[src/rtl/core/met_pkg.sv]
`timescale 1ns / 1ps

package met_pkg;

   // fixed-point format of z and c
   localparam int FRAC_BITS = 28;
   // multiplier operand: |x|, |y| <= 2.0 after the range check
   localparam int MUL_W     = FRAC_BITS + 3;
   localparam int PROD_W    = 2 * MUL_W;

   // configuration registers
   localparam int MAX_ITER_W  = 16;
   localparam int BIAS_W      = 8;
   localparam int CSR_INDEX_W = 4;
   localparam int CSR_DATA_W  = 16;

   localparam logic [CSR_INDEX_W-1:0] REG_MAX_ITER   = CSR_INDEX_W'(0);
   localparam logic [CSR_INDEX_W-1:0] REG_COLOR_BIAS = CSR_INDEX_W'(1);

   localparam logic [MAX_ITER_W-1:0] MAX_ITER_RESET   = MAX_ITER_W'(256);
   localparam logic [BIAS_W-1:0]     COLOR_BIAS_RESET = BIAS_W'(1);

   // controller to datapath
   typedef struct packed {
      logic load;       // capture c, set z = c, clear count
      logic mul_en;     // range check and squares of z
      logic update;     // z = z*z + c, count + 1
      logic load_out;   // capture the result word
   } cmd_type;

   // datapath to controller
   typedef struct packed {
      logic count_done; // count reached the limit
      logic escape;     // |z| out of range or |z|^2 > 4 for the registered products
   } status_type;

endpackage

[src/rtl/core/met_ctrl.sv]
`timescale 1ns / 1ps

module met_ctrl (
   input  logic                 clock,
   input  logic                 reset,
   input  logic                 req_tvalid,
   output logic                 req_tready,
   output logic                 rsp_tvalid,
   input  logic                 rsp_tready,
   input  met_pkg::status_type  status,
   output met_pkg::cmd_type     cmd
);
   import met_pkg::*;

   typedef enum logic [1:0] {
      IDLE,
      TEST,
      EVAL,
      FINISH
   } state_type;

   state_type state_ff, state_in;
   logic      rsp_tvalid_ff, rsp_tvalid_in;

   // next state and commands
   always_comb begin
      state_in      = state_ff;
      rsp_tvalid_in = rsp_tvalid_ff && !rsp_tready;
      cmd           = '0;
      unique case (state_ff)
         IDLE: begin
            if (req_tvalid) begin
               cmd.load = 1'b1;
               state_in = TEST;
            end
         end
         TEST: begin
            if (status.count_done) begin
               state_in = FINISH;
            end else begin
               cmd.mul_en = 1'b1;
               state_in   = EVAL;
            end
         end
         EVAL: begin
            if (status.escape) begin
               state_in = FINISH;
            end else begin
               cmd.update = 1'b1;
               state_in   = TEST;
            end
         end
         FINISH: begin
            // wait for the output register to free up
            if (!rsp_tvalid_ff || rsp_tready) begin
               cmd.load_out  = 1'b1;
               rsp_tvalid_in = 1'b1;
               state_in      = IDLE;
            end
         end
         default: state_in = IDLE;
      endcase
   end

   // state and output valid
   always_ff @(posedge clock) begin
      if (reset) begin
         state_ff      <= IDLE;
         rsp_tvalid_ff <= 1'b0;
      end else begin
         state_ff      <= state_in;
         rsp_tvalid_ff <= rsp_tvalid_in;
      end
   end

   assign req_tready = (state_ff == IDLE);
   assign rsp_tvalid = rsp_tvalid_ff;

endmodule

[config.mk]
export PLATFORM = sky130hd
export DESIGN_NAME = met_ctrl
export DESIGN_NICKNAME = d
export VERILOG_FILES = /design/src/rtl/core/met_pkg.sv /design/src/rtl/core/met_ctrl.sv
export SDC_FILE = /design/constraint.sdc
export NUM_CORES = 1
export LEC_CHECK = 0
export BUFFER_PORTS_ARGS = -buffer_cell sky130_fd_sc_hd__buf_4
export CORE_AREA = 2 2 39 41
export CTS_CLUSTER_DIAMETER = 50
export DETAILED_ROUTE_END_ITERATION = 12
export DIE_AREA = 0 0 41 43
export GPL_TIMING_DRIVEN = 0
export SYNTH_ARGS = -nofsm -noshare
export SYNTH_HDL_FRONTEND = slang
export SYNTH_SLANG_ARGS = --single-unit
[constraint.sdc]
create_clock -name clock -period 1.1 [get_ports clock]
set_clock_uncertainty 0.05 [all_clocks]
set_input_delay 0.055 -clock clock [delete_from_list [all_inputs] [get_ports clock]]
set_output_delay 0.055 -clock clock [all_outputs]
set_load 0.05 [all_outputs]
-- Word-level counts from Yosys, hierarchy flattened
Index checks and enable logic that the tools add are counted.
- $mul: 0
- reduce and logical (&&, ||, !) cells: 6
- div/mod/pow operators: 0
- bitwise logic cells: 0
- equal/unequal tests: 5
- multiplexer cells: 15
- $add $sub $neg: 0
- shift operators: 0
- order comparisons: 0
- operator list (cell ; count):
    2-to-1 mux 1 bit ; 11
    case mux 2 bit (4 select lines) ; 1
    2-to-1 mux 2 bit ; 3
    == test 2 bit (second input constant) ; 2
    inequality test 2 bit (second input constant) ; 2
    == test 2 x 1 -> 1 bit (second input constant) ; 1
    zero test 1 bit ; 2
    zero test 2 bit ; 1
    AND reduction 2 bit ; 1
    logical AND 1 bit ; 1
    logical OR 1 bit ; 1
- memory bits (read-only): 0
- latch bits: 0
- input port bits: 6
- flip-flop bits (word level): 3
- memory bits (writable): 0
- memories: 0
- output and inout bits: 6
- logic and storage cells: 28

-- Logic depth before layout (Yosys ltp)
- depth after elaboration: 4
- mapped depth: 4
- gate-level depth less buffers: 3

-- Worst setup path before layout
OpenSTA, ideal clock, no wires.
- kind: flip-flop to output port
- from: register state_ff[0]
- to: output port cmd[3] (netlist bit)
- buffers on the path: 1
- data required time: 995 ps
- arrival time: 1652 ps
- cell stages (with the launch flop): 4
- slack: -657 ps
- path through: dfxtp_1 -> buf_2 -> nor2_1 -> and2_1
- RTL lines (what ; line ; text):
    start, declared ; met_ctrl.sv:22 ; state_type state_ff, state_in;
    start signal, assigned ; met_ctrl.sv:71 ; state_ff <= state_in;
    end, declared ; met_ctrl.sv:11 ; output met_pkg::cmd_type cmd

==> out/qor.txt <==
STATUS
------------------------------------------------------------------------------------
Status                                                                  finished with violations
Violations in the final reports                                         negative setup slack

CRITICAL PATH
------------------------------------------------------------------------------------
Crit path max-delay family                                                flip-flops
WP data arrival                                                              1.03 ns
Crit path largest cell delay                                                 0.30 ns
Category of the worst setup path capture point                            output pin
Count of cells along the worst register-to-register path                           3
Crit-path max FO                                                                   7
Critical path start-end classification                                  flip-flop to output pin
Cell with the biggest individual delay on the critical path             sky130_fd_sc_hd__dfxtp_1
Startpoint of the worst register-to-register path                        state_ff[0]
Data required time at the worst endpoint                                     1.00 ns
Buffers & Inverters on Critical Path                                               2
Ordered cell list for the critical path                                 buf_6 > nor2_4 > and2_4 > buf_8
Register-to-register setup slack                                             0.14 ns
Sort of element at the start of the critical path                          flip-flop
Worst R2R End                                                            state_ff[0]

TIMING
------------------------------------------------------------------------------------
Share of the clock period used by the worst path                                1.03
Slew at the pin with the worst max-slew slack                               0.205 ns
Smallest setup slack after layout                                         -0.0322 ns
Worst slew margin                                                              0.863
Hold violation total from the final report                                         0
Setup Viol. Count Final                                                            4
Highest achievable clock rate                                              0.883 GHz
Setup repair after global routing missed its margin                              yes
Clock period minus final worst setup slack                                   1.13 ns
Worst-case hold slack                                                      0.0764 ns
Pins over their slew limit                                                         0

CLOCK NETWORK
------------------------------------------------------------------------------------
Clock-pin slew on the worst setup and hold paths                             0.03 ns
Cell at the root of the clock tree                                      sky130_fd_sc_hd__clkbuf_4
Largest buffer count on any clock path                                             2
Deepest level of the CTS H-tree                                                    1
Clock latency on the worst-skew pair                                         0.23 ns
Number of buffers inserted during clock tree synthesis                             3
# clock sinks                                                                      3
Clock tree from TritonCTS                                                       done

ROUTING
------------------------------------------------------------------------------------
Post-Route WL                                                                 475 um
Post-DR wirelength/cell                                                      8.64 um
Violation count after the first detailed-routing iteration                         2
Total vias in the final route                                                    202
Vias per inst                                                                   3.67
Drt drc                                                                            0
First drt pass iteration count                                                     3
Antenna viol nets, final                                                           0

GLOBAL ROUTE
------------------------------------------------------------------------------------
Initial antenna violation count                                                    0
Overall track demand over capacity in global routing                          0.0643
Wire length of the first global-routing pass                                  710 um
Vias in the first global route                                                   202
Largest net degree at the start of global routing                                  8
Residual overflow from global routing                                              0

YOSYS
------------------------------------------------------------------------------------
Post-synth design cell area                                                 178 um^2
Sequential cell area fraction in the yosys report                              0.338
Mux cell area share after synthesis                                           0.0563
Net count after synthesis                                                         27
Area share of and/or/nand/nor cells after synthesis                            0.338
Cells after synthesis                                                             21
Parity-gate share of the synthesized area counting xor and xnor cells              0
Compound-gate portion of the synthesized area                                  0.155
Number of warnings printed during yosys synthesis                                  0
Number of unique standard cell types used by synthesis                            15
Flip-flop and latch count after synthesis                                          3
Post-synthesis area per instance                                           8.46 um^2
Synth Area in Adders                                                               0
Combinational family with the most area after synthesis                 simple AND/OR/NAND/NOR gates

FLOORPLAN
------------------------------------------------------------------------------------
Effective utilization at floorplan                                             0.128
Site Rows                                                                         14
Number of top-level pins                                                          12
DIE AREA                                                                   1760 um^2
Die span in x                                                                  41 um
Standard cell core area                                                    1380 um^2
Vert. Die Dim                                                                  43 um

HOLD PATH
------------------------------------------------------------------------------------
Worst Hold Class                                                        input port to flip-flop
WHS Path Cells                                                                     3
Worst min-delay path endpoint                                            state_ff[1]
HP Start                                                                   status[0]

FINAL LAYOUT
------------------------------------------------------------------------------------
Finished Layout Cells                                                             55
Antenna diode instance count                                                       0
Growth of design area from synthesis to finish                                  123%
Layout cells sized above 1                                                     0.718
Layout Nets                                                                       46

PWR
------------------------------------------------------------------------------------
Sequential fraction of design power                                            0.250
Share of total power consumed by net switching                                 0.338
Share of total power in combinational logic                                    0.377
Internal                                                                    0.345 mW
Clock share of power                                                           0.373
Pleak                                                                       0.164 nW
Peak supply drop                                                            0.392 mV
Tot Pwr                                                                     0.521 mW
Switching power of the nets                                                 0.176 mW
Total power per unit cell area                                          1320 nW/um^2

PLACEMENT
------------------------------------------------------------------------------------
Total instance count after detailed placement                                     48
Worst setup slack after placement                                          0.0696 ns
Estimated wirelength of the detail-placed design                              330 um
Number of I/O port buffers                                                        11
Final weighted congestion of routability-driven global placement               0.650

FLOW RUN
------------------------------------------------------------------------------------
Maxcap violations                                                                  0

[cell families (layout without fill, tap and decap cells)]
family	after synthesis	after routing
buf+inv	3	21
flops	3	3
simple gates	10	10
compound gates	4	4
mux	1	1
[layer usage]
layer / GRT usage / vias up / routed length [um]
met1: 0.0740 / 85 / 219
met2: 0.0813 / 9 / 206
li1: - / 106 / -
met4: 0.0600 / 0 / 11
met3: 0.0314 / 2 / 37
met5: 0 / - / 0
[final cells by class]
cell class              count  area (um^2)
plain buffers               1         11.3
clock buffers               4         26.3
fillers                   163          988
inverters                   1         6.26
multi-input cells          15          133
flip-flops and latches      3         65.1
well taps                  16         20.0
repair buffers             15          134
[power by group through the flow]
stage	Sequential [mW]	Combinational, mW	Clock [mW]
after global routing	0.131	0.209	0.208
after floorplan	0.126	0.121	0
after detailed placement	0.122	0.175	0
after global placement	0.122	0.174	0
final	0.130	0.197	0.194
after CTS	0.122	0.212	0.201
[how the worst max path moves through the flow]
stage	start	end	depth (start not counted)
final	state_ff[1]	cmd[3]	4
after global routing	state_ff[1]	cmd[1]	4
after CTS	state_ff[1]	cmd[3]	4
after detailed placement	state_ff[0]	cmd[3]	4
after global placement	state_ff[0]	cmd[3]	4
after floorplan	state_ff[0]	cmd[3]	3
[Yosys cell counts]
cell type / n / share of area
sky130_fd_sc_hd__mux2i_1: 1 / 0.056
sky130_fd_sc_hd__nand2_1: 1 / 0.021
sky130_fd_sc_hd__inv_1: 1 / 0.021
sky130_fd_sc_hd__nor2_1: 3 / 0.063
sky130_fd_sc_hd__a211oi_2: 1 / 0.070
sky130_fd_sc_hd__buf_2: 1 / 0.028
sky130_fd_sc_hd__dfxtp_1: 3 / 0.34
sky130_fd_sc_hd__nor3_1: 2 / 0.056
sky130_fd_sc_hd__nor3b_1: 1 / 0.042
sky130_fd_sc_hd__nand3b_1: 1 / 0.042
sky130_fd_sc_hd__o21ai_0: 1 / 0.028
sky130_fd_sc_hd__nor2b_4: 1 / 0.077
sky130_fd_sc_hd__a21oi_1: 2 / 0.056
sky130_fd_sc_hd__buf_6: 1 / 0.063
sky130_fd_sc_hd__and2_1: 1 / 0.035
[state kept, by name, indices dropped and copies added, names as in the netlist]
register and flops:
rsp_tvalid 1, state_ff 2
[what timing repair did]
action	CTS	global route
buffers inserted	3	0
resized for setup	10	2
endpoints found under the hold margin	3	0
hold buffers	1	0
pin swaps	4	2
setup endpoints to repair	5	5
[cell usage in the layout, fill, tap and decap left out]
master	netlist	final
sky130_fd_sc_hd__clkbuf_4	0	3
sky130_fd_sc_hd__nor3_4	0	1
sky130_fd_sc_hd__nor2_4	0	1
sky130_fd_sc_hd__and2_4	0	1
sky130_fd_sc_hd__nor3_1	2	1
sky130_fd_sc_hd__nor2b_4	1	1
sky130_fd_sc_hd__a211oi_2	1	1
sky130_fd_sc_hd__buf_6	1	4
sky130_fd_sc_hd__clkbuf_1	0	1
sky130_fd_sc_hd__nand3b_1	1	1
sky130_fd_sc_hd__buf_8	0	1
sky130_fd_sc_hd__nand2_1	1	1
sky130_fd_sc_hd__a21oi_1	2	2
sky130_fd_sc_hd__dlygate4sd3_1	0	1
sky130_fd_sc_hd__o21ai_0	1	1
sky130_fd_sc_hd__dfxtp_1	3	1
sky130_fd_sc_hd__nor2_1	3	1
sky130_fd_sc_hd__nor2_2	0	1
sky130_fd_sc_hd__inv_4	0	1
sky130_fd_sc_hd__dfxtp_4	0	1
sky130_fd_sc_hd__nor3b_4	0	1
sky130_fd_sc_hd__mux2i_1	1	1
sky130_fd_sc_hd__dfxtp_2	0	1
sky130_fd_sc_hd__buf_4	0	10
[worst register-to-register path, delay by kind of cell, from the launching register on]
kind                   cells  cell delay, ns
AO/OA/AOI/OAI              1            0.07
AND/OR/NAND/NOR            1            0.22
flip-flops                 1            0.36
buffers and inverters      1            0.14
[stage by stage]
| stage | TNS, ns | cell area (um^2) | util |
|---|---|---|---|
| after floorplan | -0.138 | 213 | - |
| after global placement | 0 | 315 | 0.228 |
| after detailed placement | 0 | 315 | 0.228 |
| after CTS | -0.166 | 402 | 0.290 |
| after global routing | -0.297 | 395 | 0.286 |
| final | -0.106 | 395 | 0.286 |
(Power assumes the default switching activity.)
