<file path="config.mk">
export PLATFORM = sky130hd
export DESIGN_NAME = met_csr
export DESIGN_NICKNAME = d
export VERILOG_FILES = /design/src/rtl/core/met_pkg.sv /design/src/rtl/core/met_csr.sv
export SDC_FILE = /design/constraint.sdc
export NUM_CORES = 1
export LEC_CHECK = 0
export BUFFER_PORTS_ARGS = -buffer_cell sky130_fd_sc_hd__buf_2
export CAP_MARGIN = 25
export CORE_UTILIZATION = 41
export DETAILED_ROUTE_END_ITERATION = 7
export PLACE_DENSITY_LB_ADDON = 0.3
export RECOVER_POWER = 50
export SYNTH_ARGS = -nofsm -noshare
export SYNTH_HDL_FRONTEND = slang
export SYNTH_SLANG_ARGS = --single-unit
</file>
<file path="constraint.sdc">
create_clock -name clock -period 1.2 [get_ports clock]
set_input_delay 0.24 -clock clock [delete_from_list [all_inputs] [get_ports clock]]
set_output_delay 0.24 -clock clock [all_outputs]
set_load 0.03 [all_outputs]
</file>
<file path="src/rtl/core/met_pkg.sv">
`timescale 1ns / 1ps

package met_pkg;

   // fixed-point format of z and c
   localparam int FRAC_BITS = 28;
   // multiplier operand: |x|, |y| <= 2.0 after the range check
   localparam int MUL_W     = FRAC_BITS + 3;
   localparam int PROD_W    = 2 * MUL_W;

   // configuration registers
   localparam int MAX_ITER_W  = 16;
   localparam int BIAS_W      = 8;
   localparam int CSR_INDEX_W = 4;
   localparam int CSR_DATA_W  = 16;

   localparam logic [CSR_INDEX_W-1:0] REG_MAX_ITER   = CSR_INDEX_W'(0);
   localparam logic [CSR_INDEX_W-1:0] REG_COLOR_BIAS = CSR_INDEX_W'(1);

   localparam logic [MAX_ITER_W-1:0] MAX_ITER_RESET   = MAX_ITER_W'(256);
   localparam logic [BIAS_W-1:0]     COLOR_BIAS_RESET = BIAS_W'(1);

   // controller to datapath
   typedef struct packed {
      logic load;       // capture c, set z = c, clear count
      logic mul_en;     // range check and squares of z
      logic update;     // z = z*z + c, count + 1
      logic load_out;   // capture the result word
   } cmd_type;

   // datapath to controller
   typedef struct packed {
      logic count_done; // count reached the limit
      logic escape;     // |z| out of range or |z|^2 > 4 for the registered products
   } status_type;

endpackage

</file>
<file path="src/rtl/core/met_csr.sv">
`timescale 1ns / 1ps

module met_csr (
   input  logic                             clock,
   input  logic                             reset,
   input  logic                             write_en,
   input  logic [met_pkg::CSR_INDEX_W-1:0]  write_index,
   input  logic [met_pkg::CSR_DATA_W-1:0]   write_data,
   output logic [met_pkg::MAX_ITER_W-1:0]   max_iterations,
   output logic [met_pkg::BIAS_W-1:0]       color_bias
);
   import met_pkg::*;

   logic [MAX_ITER_W-1:0] max_iter_ff;
   logic [BIAS_W-1:0]     bias_ff;

   // register writes, unknown indexes are dropped
   always_ff @(posedge clock) begin
      if (reset) begin
         max_iter_ff <= MAX_ITER_RESET;
         bias_ff     <= COLOR_BIAS_RESET;
      end else if (write_en) begin
         unique case (write_index)
            REG_MAX_ITER:   max_iter_ff <= write_data[MAX_ITER_W-1:0];
            REG_COLOR_BIAS: bias_ff     <= write_data[BIAS_W-1:0];
            default: ;
         endcase
      end
   end

   assign max_iterations = max_iter_ff;
   assign color_bias     = bias_ff;

endmodule

</file>
### After elaboration in Yosys (flattened, before gate mapping)

Cells that the tools add are included.

* flip-flop bits (word level): 24
* input bits: 23
* output and inout port bits: 24
* word-level logic and storage cells: 6

* equal/unequal tests: 1
* reductions and logical operators: 3

Operator list (number)
* $eq A4 B1 Y1 const B: 1
* $logic_not A4 Y1: 1
* $reduce_and A2 Y1: 2

### Logic depth before layout (Yosys ltp)

Gate-level depths: netlist (run 1).

* depth after elaboration: 2
* mapped depth: 4
* depth with buffers taken out: 3

### Worst setup path before layout (run 1)

OpenSTA, ideal clock, no wires.

* path kind: input to register
* start: input port write_index[1] (netlist bit)
* end: register max_iter_ff[10] (netlist: max_iterations[10])
* setup time: 72 ps
* arrival time: 1163 ps
* required time: 1128 ps
* slack: -34 ps
* stages on the path: 4
* path buffers: 1
* path through: nand2b_4 nor4_4 buf_6 mux2i_1

* cells in the longest elaborated chain, start to end: 2

Ends and longest elaborated chain
* start, declared: line met_csr.sv:7 `input logic [met_pkg::CSR_INDEX_W-1:0] write_index,`
* $logic_not A4 Y1: line met_csr.sv:23 `unique case (write_index)`
* $reduce_and A2 Y1 (no source line)
* end signal, assigned: line met_csr.sv:24 `REG_MAX_ITER: max_iter_ff <= write_data[MAX_ITER_W-1:0];`
* end, declared: line met_csr.sv:14 `logic [MAX_ITER_W-1:0] max_iter_ff;`

No other way between the ends.
A chain may end at the register's enable or synchronous reset.

### Worst setup path after layout (run 1)

* start: register bias_ff[6] (netlist: color_bias[6])
* end: output port color_bias[6] (netlist bit)

RTL lines
* start, declared: line met_csr.sv:15 `logic [BIAS_W-1:0] bias_ff;`
* start signal, assigned: line met_csr.sv:25 `REG_COLOR_BIAS: bias_ff <= write_data[BIAS_W-1:0];`
* end, declared: line met_csr.sv:10 `output logic [met_pkg::BIAS_W-1:0] color_bias`

No word-level cell between the ends.

==> impl_results.md, run 1 <==
- Worst Path Arrival: 0.88 ns
- Syn. warnings: 0
- Syn Area/Cell: 10.75 um^2
- Die area: 2776 um^2
- Crit path cell chain: buf_2
- Setup TNS: 0 ns
- Via density: 4.631
- Largest family of logic cells by synthesized area: simple AND/OR/NAND/NOR gates
- Syn Nets: 121
- Slowest stage delay, CP: 0.37 ns
- Combinational power share: 9.5%
- Later-pin clock latency in the skew report: 0.31 ns
- Switching share of power: 20.51%
- Max cap viols: 0
- Clock tree sinks: 24
- Final Cycle Share: 93.52%
- H-tree depth: 1
- Dpl cells: 172
- Outcome: completed
- CP top delay family: flip-flops
- Slowest CP cell: dfxtp_1
- RePlAce Congestion: 0.6049
- Clock transition at path regs: 0.13 ns
- Antenna-violating nets left: 0
- Commonest non-fill, non-tap cell in the layout: buf_2
- Area Overhead vs Synth: 27.67%
- Initial antenna violation count: 0
- Non-filler instance count after layout: 176
- Library cells used by synthesis: 9
- Post-CTS setup buffer count: 0
- Nets: 170
- Relative slew slack: 67.48%
- Compound-Gate Fraction of Synth Area: 0%
- Clock tree buffer depth: 2
- Dpl hpwl: 1.424 mm
- Share of cells above drive strength 1: 38.36%
- Final WS setup: 0.07778 ns
- Number of global-route vias before repair: 718
- P_int: 1218 uW
- CTS resizes: 0
- GR Overflow Total: 0
- Core Util, Final: 54.79%
- Pin count of the biggest net entering global routing: 42
- RSZ-0062 raised after global routing: no
- Clk root buf: clkbuf_4
- PD cells: 1139 nW/um^2
- Pins Over Slew Limit: 0
- Die X-Extent: 52.69 um
- Synth Instances: 98
- Drt drc: 0
- IO Port Bufs: 46
- Final clock skew: 0 ns
- WL final: 1.887 mm
- XOR/XNOR Fraction of Synth Area: 0%
- Core Box Area: 2455 um^2
- Crit Path Max Fanout: 2
- Adder-Cell Fraction of Synth Area: 0%
- Peak VDD IR: 1.215 mV
- Post-route minimum period: 1.122 ns
- Drt pass-1 iters: 4
- Hold Path Class: input pin to flop
- Worst EP required: 0.96 ns
- Hold-fix buffers, CTS: 0
- Leak pwr: 0.0006418 uW
- Simple-gate share of the synthesized area: 28.03%
- Initial core utilization: 42.92%
- Register share of total power: 53.0%
- Gr usage total: 14.53%
- DR WL/cell: 10.72 um
- Final hold vios: 0
- FMAX: 0.8911 GHz
- First-pass GRT wire length: 2.960 mm
- Mapped cell area: 1054 um^2
- Mux contribution to synthesized area: 22.80%
- Bufs and invs on worst path: 1
- Most frequent cells in the layout: buf_2 (46), nand2b_1 (38), mux2i_1 (24), dfxtp_1 (24)
- Slew at the pin closest to its max-slew limit: 0.4878 ns
- Hold WS: 0.1654 ns
- Clock power share: 37.5%
- CTS tree: done
- Psw: 314.2 uW
- Site Rows: 18
- Pre-CTS setup slack: -0.1460 ns
- Yosys reg bits: 24
- TritonCTS buffer count: 3
- IO Count: 47
- Drt initial violations: 4
- Startpoint types: flop
- Crit end category: output pin
- Vias: 815
- Sequential area share after synthesis: 45.61%
- Kind of critical path: flop to output pin
- Final setup fails: 0
- Antenna Cells: 0
- Die H: 52.69 um
metrics by stage:
step | total power [uW] | cell area [um^2]
2_1_floorplan | 920.2 | 1054
3_3_place_gp | 978.7 | 1314
3_5_place_dp | 984.7 | 1314
4_1_cts | 1562 | 1366
5_1_grt | 1591 | 1345
6_report | 1532 | 1345
flip-flops by register name, indices dropped and copies added (netlist names):
| register | cells |
|---|---|
| max_iterations | 16 |
| color_bias | 8 |
area by class of cell:
cell class,instances,area (um^2)
clock inverter,1,30.03
fill,247,1110
tap,30,37.54
clock buffer,3,22.52
sequential,24,480.5
multi-input combinational,68,519.2
timing repair buffer,50,255.2
cells by family (layout without fill, tap and decap cells):
group / count (synthesis) / in the layout
simple gates: 44 / 44
mux: 24 / 24
buf+inv: 6 / 54
flops: 24 / 24
power groups by stage:
| stage | logic [uW] | clock network (uW) | registers (uW) |
|---|---|---|---|
| final | 146 | 575 | 812 |
| after global routing | 159 | 618 | 814 |
| after CTS | 155 | 594 | 812 |
| after detailed placement | 155 | 0 | 830 |
| after global placement | 149 | 0 | 829 |
| after floorplan | 69.8 | 0 | 850 |
metal layers:
layer / share of wire [%] / up-vias / global-route usage, % / wire (um)
li1: - / 416 / - / -
met1: 44 / 371 / 17.54 / 834
met2: 49 / 26 / 24.68 / 928
met3: 5.9 / 2 / 4.348 / 111
met4: 0.69 / 0 / 3.947 / 13
met5: 0 / - / 0 / 0
cells in the mapped netlist:
cell | number | share of area, %
mux2i_1 | 24 | 23
dfxtp_1 | 24 | 46
buf_6 | 2 | 2.1
clkbuf_1 | 4 | 1.4
nand2b_4 | 1 | 1.3
nor2_1 | 4 | 1.4
nor4_4 | 1 | 2.0
or4b_4 | 1 | 1.3
nand2b_1 | 37 | 22
path summary, 6_finish.rpt:
path                                                      start                               to  slack, ns  cells past startpoint
worst min register to register  max_iterations[13]$_SDFFE_PP0P_  max_iterations[13]$_SDFFE_PP0P_       0.48                      2
worst max-delay path                 color_bias[6]$_SDFFE_PP0P_                    color_bias[6]       0.08                      1
worst min-delay path                             write_data[13]  max_iterations[13]$_SDFFE_PP0P_       0.17                      3
worst max register to register       color_bias[0]$_SDFFE_PP1P_       color_bias[0]$_SDFFE_PP1P_       0.59                      2
Note: power is estimated with default switching activity, not from simulation.
==> run 2, diff against run 1 <==
GPL_TIMING_DRIVEN = 0   (was unset)
RECOVER_POWER = 25   (was 50)
==> impl_results.md, run 2 (synthesis results as in run 1) <==
- Commonest non-fill, non-tap cell in the layout: buf_2
- Number of global-route vias before repair: 776
- Pins Over Slew Limit: 0
- Max reg flops: 16
- Startpoint types: input pin
- Leak pwr: 0.0006509 uW
- Outcome: completed
- Drt pass-1 iters: 4
- Clock tree sinks: 24
- Crit Path Max Fanout: 8
- Dpl hpwl: 1.584 mm
- Post-route minimum period: 1.126 ns
- Initial antenna violation count: 0
- Gr usage total: 16.80%
- Initial core utilization: 42.92%
- Final setup fails: 0
- Nets: 177
- CTS tree: done
- Slowest stage delay, CP: 0.47 ns
- Clock transition at path regs: 0.13 ns
- CTS resizes: 0
- Antenna Cells: 0
- Most frequent cells in the layout: buf_2 (47), nand2b_1 (38), mux2i_1 (24), dfxtp_1 (24)
- Peak VDD IR: 0.8276 mV
- Crit end category: flop
- First-pass GRT wire length: 3.367 mm
- DR WL/cell: 11.33 um
- Final Cycle Share: 93.83%
- CP top delay family: simple AND/OR/NAND/NOR gates
- Die H: 52.69 um
- Seq. cell area: 480.5 um^2
- Hold-fix buffers, CTS: 0
- Multi-input logic area: 513.0 um^2
- Area Overhead vs Synth: 29.34%
- Slowest CP cell: or4b_4
- Clock tree buffer depth: 2
- CP most frequent cell: buf_2
- Non-filler instance count after layout: 183
- Drt initial violations: 6
- Worst EP required: 1.39 ns
- Die X-Extent: 52.69 um
- Vias: 847
- Crit path cell chain: buf_2 -> nand2b_1 -> or4b_4 -> buf_2 -> mux2i_1
- IO Port Bufs: 46
- Post-CTS setup buffer count: 0
- FILL cells: 232
- Share of cells above drive strength 1: 37.25%
- PD cells: 1008 nW/um^2
- Later-pin clock latency in the skew report: 0.30 ns
- WL final: 2.073 mm
- Pin count of the biggest net entering global routing: 14
- Relative slew slack: 75.89%
- RePlAce Congestion: 0.6110
- Worst Path Arrival: 1.32 ns
- Max cap viols: 0
- H-tree depth: 1
- Antenna-violating nets left: 0
- TritonCTS buffer count: 3
- Site Rows: 18
- Final clock skew: 0 ns
- Hold Path Class: input pin to flop
- Slew at the pin closest to its max-slew limit: 0.3617 ns
- GR Overflow Total: 0
- Bufs and invs on worst path: 2
- FMAX: 0.8882 GHz
- Core Box Area: 2455 um^2
- Clk root buf: clkbuf_4
- IO Count: 47
- Via density: 4.628
- Placed Area: 1321 um^2
- Final hold vios: 0
- Die area: 2776 um^2
- Post-route cell area: 1363 um^2
- Kind of critical path: input pin to flop
- Dpl cells: 174
- Drt drc: 0
- RSZ-0062 raised after global routing: no
run 2: changes by cell type in the layout (fill, tap and decap cells not counted), sizes merged:
cell,previous run,this run
buf,47,50
bufinv,1,0
clkbuf,6,11
run 2: cell type report:
| cell class | count | area share (%) |
|---|---|---|
| clock buffer | 4 | 2.663 |
| tap | 30 | 2.755 |
| sequential | 24 | 35.26 |
| timing repair buffer | 51 | 19.38 |
| multi-input combinational | 68 | 37.65 |
| buffer | 6 | 2.296 |
run 2: worst paths after layout:
path                                   from  depth (start not counted)  slack (ns)                              end
max                          write_index[1]                          5        0.07       color_bias[7]$_SDFFE_PP0P_
min                          write_data[13]                          3        0.18  max_iterations[13]$_SDFFE_PP0P_
max reg2reg      color_bias[2]$_SDFFE_PP0P_                          2        0.58       color_bias[2]$_SDFFE_PP0P_
min reg2reg  max_iterations[3]$_SDFFE_PP0P_                          2        0.48   max_iterations[3]$_SDFFE_PP0P_
run 2: through the flow:
stage	util, %	setup WS, ns	power [uW]	hold slack, ns	TNS [ns]
global placement	53.82	-0.2905	982.7	0.4556	-4.471
global route	55.50	0.03861	1437	0.1659	0
detailed placement	53.82	-0.3064	987.1	0.4639	-4.793
floorplan	-	-0.03431	920.2	0.3953	-0.5195
CTS	55.30	0.02904	1397	0.1748	0
finish	55.50	0.07407	1374	0.1788	0
run 2: per-layer routing:
metal	part of all wire (%)	global-route usage, %
met4	0.72	6.579
met3	4.3	2.609
met5	0	0
met1	46	21.02
met2	49	28.48
run 2: worst reg2reg max path, delay by kind of cell, from the launching register on:
family / cells / cell delay [ns]
flip-flops: 1 / 0.36
multiplexers: 1 / 0.14
AND/OR/NAND/NOR: 1 / 0.06
run 2: report_power, final:
group | total, uW | leakage (uW) | internal (uW) | switching (uW)
clock network | 412 | 0.0000210 | 185 | 227
logic | 150 | 0.000436 | 75.1 | 74.8
registers | 812 | 0.000194 | 807 | 4.87
total | 1370 | 0.000651 | 1070 | 307
